$ cat src/bucketed_hash_table_insert_search_defines.svh
// Assertion macros for the hash table block
`ifndef BUCKETED_HASH_TABLE_INSERT_SEARCH_DEFINES_SVH
`define BUCKETED_HASH_TABLE_INSERT_SEARCH_DEFINES_SVH
`ifndef ASSERT_OFF
`define BHT_ASSERT(label, clk, rst, prop, msg) \
   label: assert property (@(posedge clk) disable iff (rst) (prop)) else $error(msg);
`define BHT_ASSERT_NORST(label, clk, prop, msg) \
   label: assert property (@(posedge clk) (prop)) else $error(msg);
`else
`define BHT_ASSERT(label, clk, rst, prop, msg)
`define BHT_ASSERT_NORST(label, clk, prop, msg)
`endif
`endif

$ cat src/bht_pkg.sv
`default_nettype none
package bht_pkg;
   localparam int KEY_W   = 52;
   localparam int NF_W    = 64;
   localparam int NR_W    = 48;
   localparam int CFG_W   = 6;
   localparam int DIGITS  = 13;
   localparam int SUM_W   = 16;

   localparam logic [2:0] ST_INSERTED  = 3'd0;
   localparam logic [2:0] ST_PRESENT   = 3'd1;
   localparam logic [2:0] ST_FULL      = 3'd2;
   localparam logic [2:0] ST_FOUND     = 3'd3;
   localparam logic [2:0] ST_NOT_FOUND = 3'd4;

   localparam logic REQ_INSERT = 1'b0;
   localparam logic REQ_SEARCH = 1'b1;

   localparam logic [1:0] REG_MODULUS = 2'd0;
   localparam logic [1:0] REG_BLOCKS  = 2'd1;

   typedef enum logic [3:0] {
      S_CLEAR, S_IDLE, S_HASH, S_MOD, S_RING, S_READ, S_WAIT, S_SCAN, S_WRITE, S_OUT
   } state_type;

   typedef struct packed {
      logic clr_step;
      logic load;
      logic hash;
      logic mod_step;
      logic ring_step;
      logic rd;
      logic scan_step;
      logic next_blk;
      logic wr;
      logic set_out;
   } cmd_type;

   typedef struct packed {
      logic clr_done;
      logic mod_done;
      logic ring_done;
      logic slot_hit;
      logic slot_empty;
      logic last_slot;
      logic lap_done;
   } sts_type;

   function automatic logic [3:0] digit(input logic [KEY_W-1:0] k, input int d);
      return k[4*(DIGITS-1-d) +: 4];
   endfunction

   // nibbles above 9 count at face value, so one group reaches 16665
   function automatic logic [14:0] four(input logic [3:0] a, input logic [3:0] b,
                                        input logic [3:0] c, input logic [3:0] e);
      return 15'(a) * 15'd1000 + 15'(b) * 15'd100 + 15'(c) * 15'd10 + 15'(e);
   endfunction
endpackage
`default_nettype wire

$ cat src/bht_ctrl.sv
`default_nettype none
module bht_ctrl (
   input  wire logic             clock,
   input  wire logic             reset,
   input  wire logic             in_beat,
   input  wire logic             is_search,
   input  wire logic             out_free,
   input  wire bht_pkg::sts_type sts,
   output bht_pkg::cmd_type      cmd,
   output logic                  busy
);
   import bht_pkg::*;

   state_type state_ff, state_in;

   always_ff @(posedge clock) begin
      if (reset) state_ff <= S_CLEAR;
      else state_ff <= state_in;
   end

   always_comb begin
      state_in = state_ff;
      cmd = '0;
      busy = 1'b1;
      case (state_ff)
         S_CLEAR: begin
            cmd.clr_step = 1'b1;
            if (sts.clr_done) state_in = S_IDLE;
         end
         S_IDLE: begin
            busy = 1'b0;
            if (in_beat) begin
               cmd.load = 1'b1;
               state_in = S_HASH;
            end
         end
         S_HASH: begin
            cmd.hash = 1'b1;
            state_in = S_MOD;
         end
         S_MOD: begin
            cmd.mod_step = 1'b1;
            if (sts.mod_done) state_in = S_RING;
         end
         S_RING: begin
            cmd.ring_step = 1'b1;
            if (sts.ring_done) state_in = S_READ;
         end
         S_READ: begin
            cmd.rd = 1'b1;
            state_in = S_WAIT;
         end
         S_WAIT: state_in = S_SCAN;
         S_SCAN: begin
            if (sts.slot_hit) begin
               state_in = S_OUT;
            end else if (sts.slot_empty) begin
               state_in = is_search ? S_OUT : S_WRITE;
            end else if (sts.last_slot) begin
               cmd.next_blk = 1'b1;
               state_in = sts.lap_done ? S_OUT : S_READ;
            end else begin
               cmd.scan_step = 1'b1;
            end
         end
         S_WRITE: begin
            cmd.wr = 1'b1;
            state_in = S_OUT;
         end
         S_OUT: begin
            if (out_free) begin
               cmd.set_out = 1'b1;
               state_in = S_IDLE;
            end
         end
         default: state_in = S_IDLE;
      endcase
   end
endmodule
`default_nettype wire

$ cat config.mk
export PLATFORM = sky130hd
export DESIGN_NAME = bht_ctrl
export DESIGN_NICKNAME = d
export VERILOG_FILES = /design/src/bucketed_hash_table_insert_search_defines.svh /design/src/bht_pkg.sv /design/src/bht_ctrl.sv
export SDC_FILE = /design/constraint.sdc
export NUM_CORES = 1
export LEC_CHECK = 0
export BUFFER_PORTS_ARGS = -buffer_cell sky130_fd_sc_hd__buf_2
export CORE_AREA = 2 2 39 41
export CTS_BUF_LIST = sky130_fd_sc_hd__clkbuf_8
export CTS_CLUSTER_DIAMETER = 40
export DETAILED_ROUTE_END_ITERATION = 8
export DIE_AREA = 0 0 41 43
export REMOVE_ABC_BUFFERS = 1
export SYNTH_ARGS = -nofsm -noshare
export SYNTH_HDL_FRONTEND = slang
export SYNTH_SLANG_ARGS = --single-unit
$ cat constraint.sdc
create_clock -name clock -period 1.5 [get_ports clock]
set_input_delay 0.3 -clock clock [delete_from_list [all_inputs] [get_ports clock]]
set_output_delay 0.3 -clock clock [all_outputs]
set_load 0.005 [all_outputs]
==> results of run 1 <==
-- per-layer routing --
metal	vias to the layer above	routed length (µm)	GRT usage
met5	-	0	0
met3	2	82	0.0471
met4	0	19	0.0600
met2	18	447	0.197
met1	208	484	0.170
li1	249	-	-
-- metrics by stage --
step	util	cells	power (µW)
global placement	0.381	89	276
detailed placement	0.381	89	279
CTS	0.414	92	515
finish	0.440	93	516
floorplan	-	49	214
global route	0.440	93	555
-- logic make-up (layout without fill, tap and decap cells) --
kind of cell	Yosys count	in the layout	synth area share
buf+inv	7	31	0.0836
simple gates	30	30	0.486
flops	4	4	0.198
compound gates	9	9	0.158
mux	3	3	0.0743
-- layout make-up --
class	count	area, µm²	area share
multi-input cells	42	305	0.501
repair buffers	25	136	0.224
flip-flops and latches	4	95.1	0.156
clock buffers	3	41.3	0.0678
well taps	16	20.0	0.0329
inverters	3	11.3	0.0185
-- worst min path at each step --
stage	endpoint
floorplan	state_ff[2]$_SDFFE_PP0P_
global placement	state_ff[2]$_SDFFE_PP0P_
global route	state_ff[2]$_SDFFE_PP0P_
detailed placement	state_ff[2]$_SDFFE_PP0P_
finish	state_ff[2]$_SDFFE_PP0P_
CTS	state_ff[2]$_SDFFE_PP0P_
-- layout by cell type (no fill, tap or decap) --
cell type / netlist / routed
o21ai_1: 1 / 1
inv_1: 3 / 3
a311oi_1: 1 / 1
nand3b_1: 1 / 1
buf_2: 3 / 22
a211oi_2: 1 / 1
o21ai_0: 1 / 1
and4b_1: 1 / 1
nand3_1: 1 / 1
mux2i_1: 3 / 3
dfxtp_4: 0 / 4
nor4b_4: 0 / 1
and3b_1: 1 / 1
o21a_1: 1 / 1
buf_4: 1 / 2
o31ai_1: 2 / 2
nor4_1: 2 / 2
and3_1: 3 / 3
nor3_2: 1 / 1
nor4b_2: 3 / 3
and4bb_1: 1 / 1
buf_6: 0 / 1
clkbuf_8: 0 / 3
a21oi_1: 2 / 2
nor2_1: 10 / 10
nand2_1: 4 / 4
nor3_1: 1 / 1
-- timing repair --
action / CTS / global route
pin swaps: 0 / 2
resized for setup: 4 / 7
endpoints found under the setup margin: 7 / 5
setup buffers: 0 / 1
hold endpoints to repair: 0 / 0
-- power groups by stage --
stage / Clock, µW / Combinational [µW] / Sequential [µW]
after global routing: 248 / 160 / 147
after CTS: 235 / 137 / 143
after floorplan: 0 / 71.6 / 142
after detailed placement: 0 / 137 / 142
final: 229 / 143 / 143
after global placement: 0 / 135 / 141
==> out/metrics.yaml, run 1 <==
status:
  status: "complete, no violations"
floorplan:
  coreArea_um2: 1380
  ios: 23
  chipWidth_um: 41
  die-area_um2: 1760
  initial_utilization: 0.292
  num_rows: 14
  die_h_um: 43
route:
  firstDrtPassIters: 2
  routedWlPerCell_um: 11.1
  ant_nets: 0
  drc: 0
  routed_wl_um: 1030
  vias_per_cell: 5.13
  drt-initial-drc-count: 4
  route.vias.total: 477
cts:
  insertion_delay_ns: 0.22
  clkTransAtPathRegs_ns: 0.03
  numCtsBuffers: 3
  clock-root-buffer: "clkbuf_8"
  cts_tree: "done"
  cts_buffer_depth: 2
  h-tree-depth: 1
  cts_hold_buf: 0
  cts.sinks: 4
synthesis:
  synth_top_area_share: 0.198
  synth_edf_count: 0
  synth-async-reset-ratio: 0
  synth_common_cells: "nor2_1 (10), dfxtp_1 (4), nand2_1 (4)"
  synthFlopType: "dfxtp_1"
  yosys.area.top_type: "dfxtp_1"
  synth.area.top_cells: "dfxtp_1 (20%), nor4b_2 (11%), nor2_1 (9.3%)"
  yosysMostFrequentCell: "nor2_1"
  synthCells: 53
  ys_ff_latch: 4
  synth.distinct_cells: 25
  syn_area_per_cell_um2: 7.63
  ys_warn_count: 0
  synth_area_um2: 404
  ys_seq_area_frac: 0.198
pwr:
  clkPwrFrac: 0.445
  p_comb_frac: 0.277
  swShare: 0.296
  seq_power_share: 0.278
  p_int_uw: 363
  switchingPower_uw: 153
  p_per_area_nw_per_um2: 847
  total_leakage_power_uw: 0.000291
  ir_drop_uv: 535
global_route:
  grt_overflow: 0
  grt_pass1_vias: 391
  grt_util_all_layers: 0.135
  antenna_found_initial: 0
  grt_max_degree: 15
  grt_pass1_wl_um: 1620
timing:
  finalWorstSetupSlack_ns: 0.0753
  min_period_ns: 1.42
  holdWs_ns: 0.266
  maxSlewViolCount: 0
  rsz0062_at_grt: "true"
  setup_violations: 0
  tightestPinTransition_ns: 0.302
  slew_headroom: 0.797
  hold_viol: 0
  fin_worst_skew_ns: 0.000405
  setup_tns_ns: 0
  final.period_utilization: 0.950
  max_freq_mhz: 702
setup_path:
  path_class: "flop to primary output"
  cp_num_buf_inv: 2
  crit_chain: "inv_1 > nor2_1 > and4b_1 > buf_2"
  cp.required_ns: 1.20
  cp.depth: 4
  cp-end-kind: "primary output"
  timing.rr.end: "state_ff[3]$_SDFFE_PP0P_"
  cp_max_fo: 7
  slowest_stage: "dfxtp_4"
  rrSetupSlack_ns: 0.26
  crit_end: "cmd[0]"
  worstSetupStartpoint: "state_ff[0]$_SDFFE_PP0P_"
  worstReg2RegStart: "state_ff[2]$_SDFFE_PP0P_"
  critPathMaxStageDelay_ns: 0.38
  cp_top_family: "flip-flops"
  worstPathArrival_ns: 1.12
  cp-start-kind: "flop"
  r2r_cells: 4
placement:
  hpwl_um: 795
  port_buffers: 22
  preCtsSetupSlack_ns: 0.106
  gp_congestion: 0.766
  dpl_cell_area_um2: 527
cells_and_area:
  num_antenna_cells: 0
  final_area_um2: 609
  nets: 91
  largest_reg_flops: 4
  reg_top3: "state_ff: 4 flops"
  drive_gt1_frac: 0.494
  areaGrowthSynthToFinish_pct: 50.8
  regMostFlops: "state_ff"
  fillers: 160
min_path:
  hold_class: "primary input to flop"
  min_path_cells: 2
  min_from: "reset"
job:
  cap_violations: 0
Note: power is estimated with default switching activity, not from simulation.
==> inputs of run 2 (changes only) <==
--- a/config.mk
+++ b/config.mk
@@ -5,7 +5,7 @@
 export SDC_FILE = /design/constraint.sdc
 export NUM_CORES = 1
 export LEC_CHECK = 0
-export BUFFER_PORTS_ARGS = -buffer_cell sky130_fd_sc_hd__buf_2
+export BUFFER_PORTS_ARGS = -buffer_cell sky130_fd_sc_hd__buf_4
 export CORE_AREA = 2 2 39 41
 export CTS_BUF_LIST = sky130_fd_sc_hd__clkbuf_8
 export CTS_CLUSTER_DIAMETER = 40
==> run 2 against run 1 <==
Compared with the run above: first-iteration DRC count unchanged; cell area up 17%; die area unchanged; clock skew increased by 0.00053 ns; sequential share of layout area down 2.3 points; non-clock buffer count rose by 5; wire length up 8.9%; global-route usage rose by 0.82 points; sequential cell count is the same; critical endpoint is now cmd[1]; largest cell class unchanged.
==> out/metrics.yaml, run 2 (same netlist as run 1, synthesis figures left out) <==
setup_path:
  worstPathArrival_ns: 1.15  # was 1.12 ns
  cp-start-kind: "flop"  # unchanged
  cp_num_buf_inv: 2  # unchanged
  cp_top_family: "flip-flops"  # unchanged
  path_class: "flop to primary output"  # unchanged
  crit_chain: "buf_4 > nor4b_4 > buf_4"  # was inv_1 > nor2_1 > and4b_1 > buf_2
  critPathMaxStageDelay_ns: 0.37  # was 0.38 ns
  slowest_stage: "dfxtp_4"  # unchanged
  cp_max_fo: 12  # was 7
  cpMostUsedCell: "buf_4"
  cp-end-kind: "primary output"  # unchanged
  cp.required_ns: 1.20  # about the same
timing:
  setup_violations: 0  # unchanged
  final.period_utilization: 0.969  # was 0.950
  hold_viol: 0  # unchanged
  fin_worst_skew_ns: 0.000932  # was 0.000405 ns
  tightestPinTransition_ns: 0.319  # was 0.302 ns
  max_freq_mhz: 688  # was 702 MHz
  rsz0062_at_grt: "true"  # unchanged
  finalWorstSetupSlack_ns: 0.0469  # was 0.0753 ns
  slew_headroom: 0.786  # was 0.797
  holdWs_ns: 0.255  # was 0.266 ns
  min_period_ns: 1.45  # was 1.42 ns
  maxSlewViolCount: 0  # unchanged
pwr:
  total_leakage_power_uw: 0.000326  # was 0.000291 µW
  ir_drop_uv: 406  # was 535 µV
  p_per_area_nw_per_um2: 755  # was 847 nW/µm²
global_route:
  grt_pass1_wl_um: 1720  # was 1620 µm
  grt_max_degree: 15  # unchanged
  grt_overflow: 0  # unchanged
  grt_util_all_layers: 0.143  # was 0.135
  grt_pass1_vias: 404  # was 391
  antenna_found_initial: 0  # unchanged
cells_and_area:
  final_area_um2: 713  # was 609 µm²
  drive_gt1_frac: 0.573  # was 0.494
  layout_commonest_cell: "buf_4"  # was buf_2
  num_antenna_cells: 0  # unchanged
  final_util: 0.515  # was 0.440
  largest_reg_flops: 4  # unchanged
  fillers: 132  # was 160
  reg_top3: "state_ff: 4 flops"  # unchanged
  areaGrowthSynthToFinish_pct: 76.5  # was 50.8%
  final_cell_mix: "buf_4 (29), nor2_1 (8), nand2_1 (4), dfxtp_4 (4)"  # was buf_2 (22), nor2_1 (10), nand2_1 (4), dfxtp_4 (4)
  regMostFlops: "state_ff"  # unchanged
  nets: 96  # was 91
job:
  cap_violations: 0  # unchanged
floorplan:
  chipWidth_um: 41  # unchanged
  die-area_um2: 1760  # unchanged
  die_h_um: 43  # unchanged
  ios: 23  # unchanged
  coreArea_um2: 1380  # unchanged
  num_rows: 14  # unchanged
  initial_utilization: 0.292  # unchanged
cts:
  cts_buffer_depth: 2  # unchanged
  cts_tree: "done"  # unchanged
  numCtsBuffers: 3  # unchanged
  clkTransAtPathRegs_ns: 0.03  # about the same
  clock-root-buffer: "clkbuf_8"  # unchanged
  cts_hold_buf: 0  # unchanged
  cts.sinks: 4  # unchanged
  insertion_delay_ns: 0.21  # was 0.22 ns
  h-tree-depth: 1  # unchanged
route:
  ant_nets: 0  # unchanged
  route.vias.total: 494  # was 477
  drc: 0  # unchanged
  routedWlPerCell_um: 11.5  # was 11.1 µm
  drt-initial-drc-count: 4  # unchanged
  vias_per_cell: 5.04  # was 5.13
  firstDrtPassIters: 3  # was 2
  routed_wl_um: 1130  # was 1030 µm
placement:
  port_buffers: 22  # unchanged
  hpwl_um: 816  # was 795 µm
  preCtsSetupSlack_ns: 0.0153  # was 0.106 ns
  gp_congestion: 0.710  # was 0.766
  dpl_cell_area_um2: 589  # was 527 µm²
min_path:
  hold_class: "primary input to flop"  # unchanged
status:
  status: "complete, no violations"  # unchanged
-- run 2: cell count changes in the layout (fill, tap and decap cells not counted), moves of 2 or more --
cell | previous run | this run
buf_2 | 22 | 0
buf_4 | 2 | 29
nor2_2 | 0 | 2
nor2_1 | 10 | 8
-- run 2: worst reg2reg max path: stages, from the launching register on --
cell and delay, ns:
dfxtp_4 0.37, buf_6 0.13, and4bb_1 0.20, a211oi_2 0.23, o21a_1 0.19, mux2i_1 0.18
-- run 2: repair_timing --
action	in CTS	in global routing
buffers inserted	0	5
pin swaps	0	2
endpoints found under the hold margin	0	0
endpoints found under the setup margin	9	7
resized for setup	5	10
-- run 2: final cells by class --
cell class / instances / area (µm²) / share of cell area
multi-input combinational: 42 / 317 / 0.444
timing repair buffer: 30 / 229 / 0.321
sequential: 4 / 95.1 / 0.133
clock buffer: 3 / 41.3 / 0.0579
tap: 16 / 20.0 / 0.0281
inverter: 3 / 11.3 / 0.0158
-- run 2: metrics by stage --
step / power, µW / instances / setup TNS, ns
global placement: 302 / 90 / 0
detailed placement: 302 / 90 / 0
CTS: 537 / 93 / 0
finish: 538 / 98 / 0
floorplan: 214 / 49 / 0
global route: 575 / 98 / -0.0300
-- run 2: report_power, final --
| group | total, µW | internal [µW] | leakage, µW | switching [µW] |
|---|---|---|---|---|
| combinational | 171 | 98.3 | 0.000269 | 72.5 |
| sequential | 143 | 117 | 0.0000355 | 25.7 |
| clock | 224 | 171 | 0.0000216 | 53.5 |
-- run 2: per-layer routing --
metal | track usage | share of wire | vias to the layer above
li1 | - | - | 254
met1 | 0.177 | 0.44 | 221
met2 | 0.216 | 0.49 | 19
met3 | 0.0471 | 0.073 | 0
met4 | 0.0600 | 0 | 0
met5 | 0 | 0 | -
-- run 2: path summary, 6_finish.rpt --
| check | endpoint | cells past startpoint | slack, ns | start |
|---|---|---|---|---|
| max | cmd[1] | 3 | 0.05 | state_ff[2]$_SDFFE_PP0P_ |
| max reg2reg | state_ff[3]$_SDFFE_PP0P_ | 5 | 0.13 | state_ff[3]$_SDFFE_PP0P_ |
| min reg2reg | state_ff[0]$_SDFFE_PP0P_ | 2 | 0.61 | state_ff[1]$_SDFFE_PP0P_ |
| min | state_ff[2]$_SDFFE_PP0P_ | 2 | 0.26 | reset |
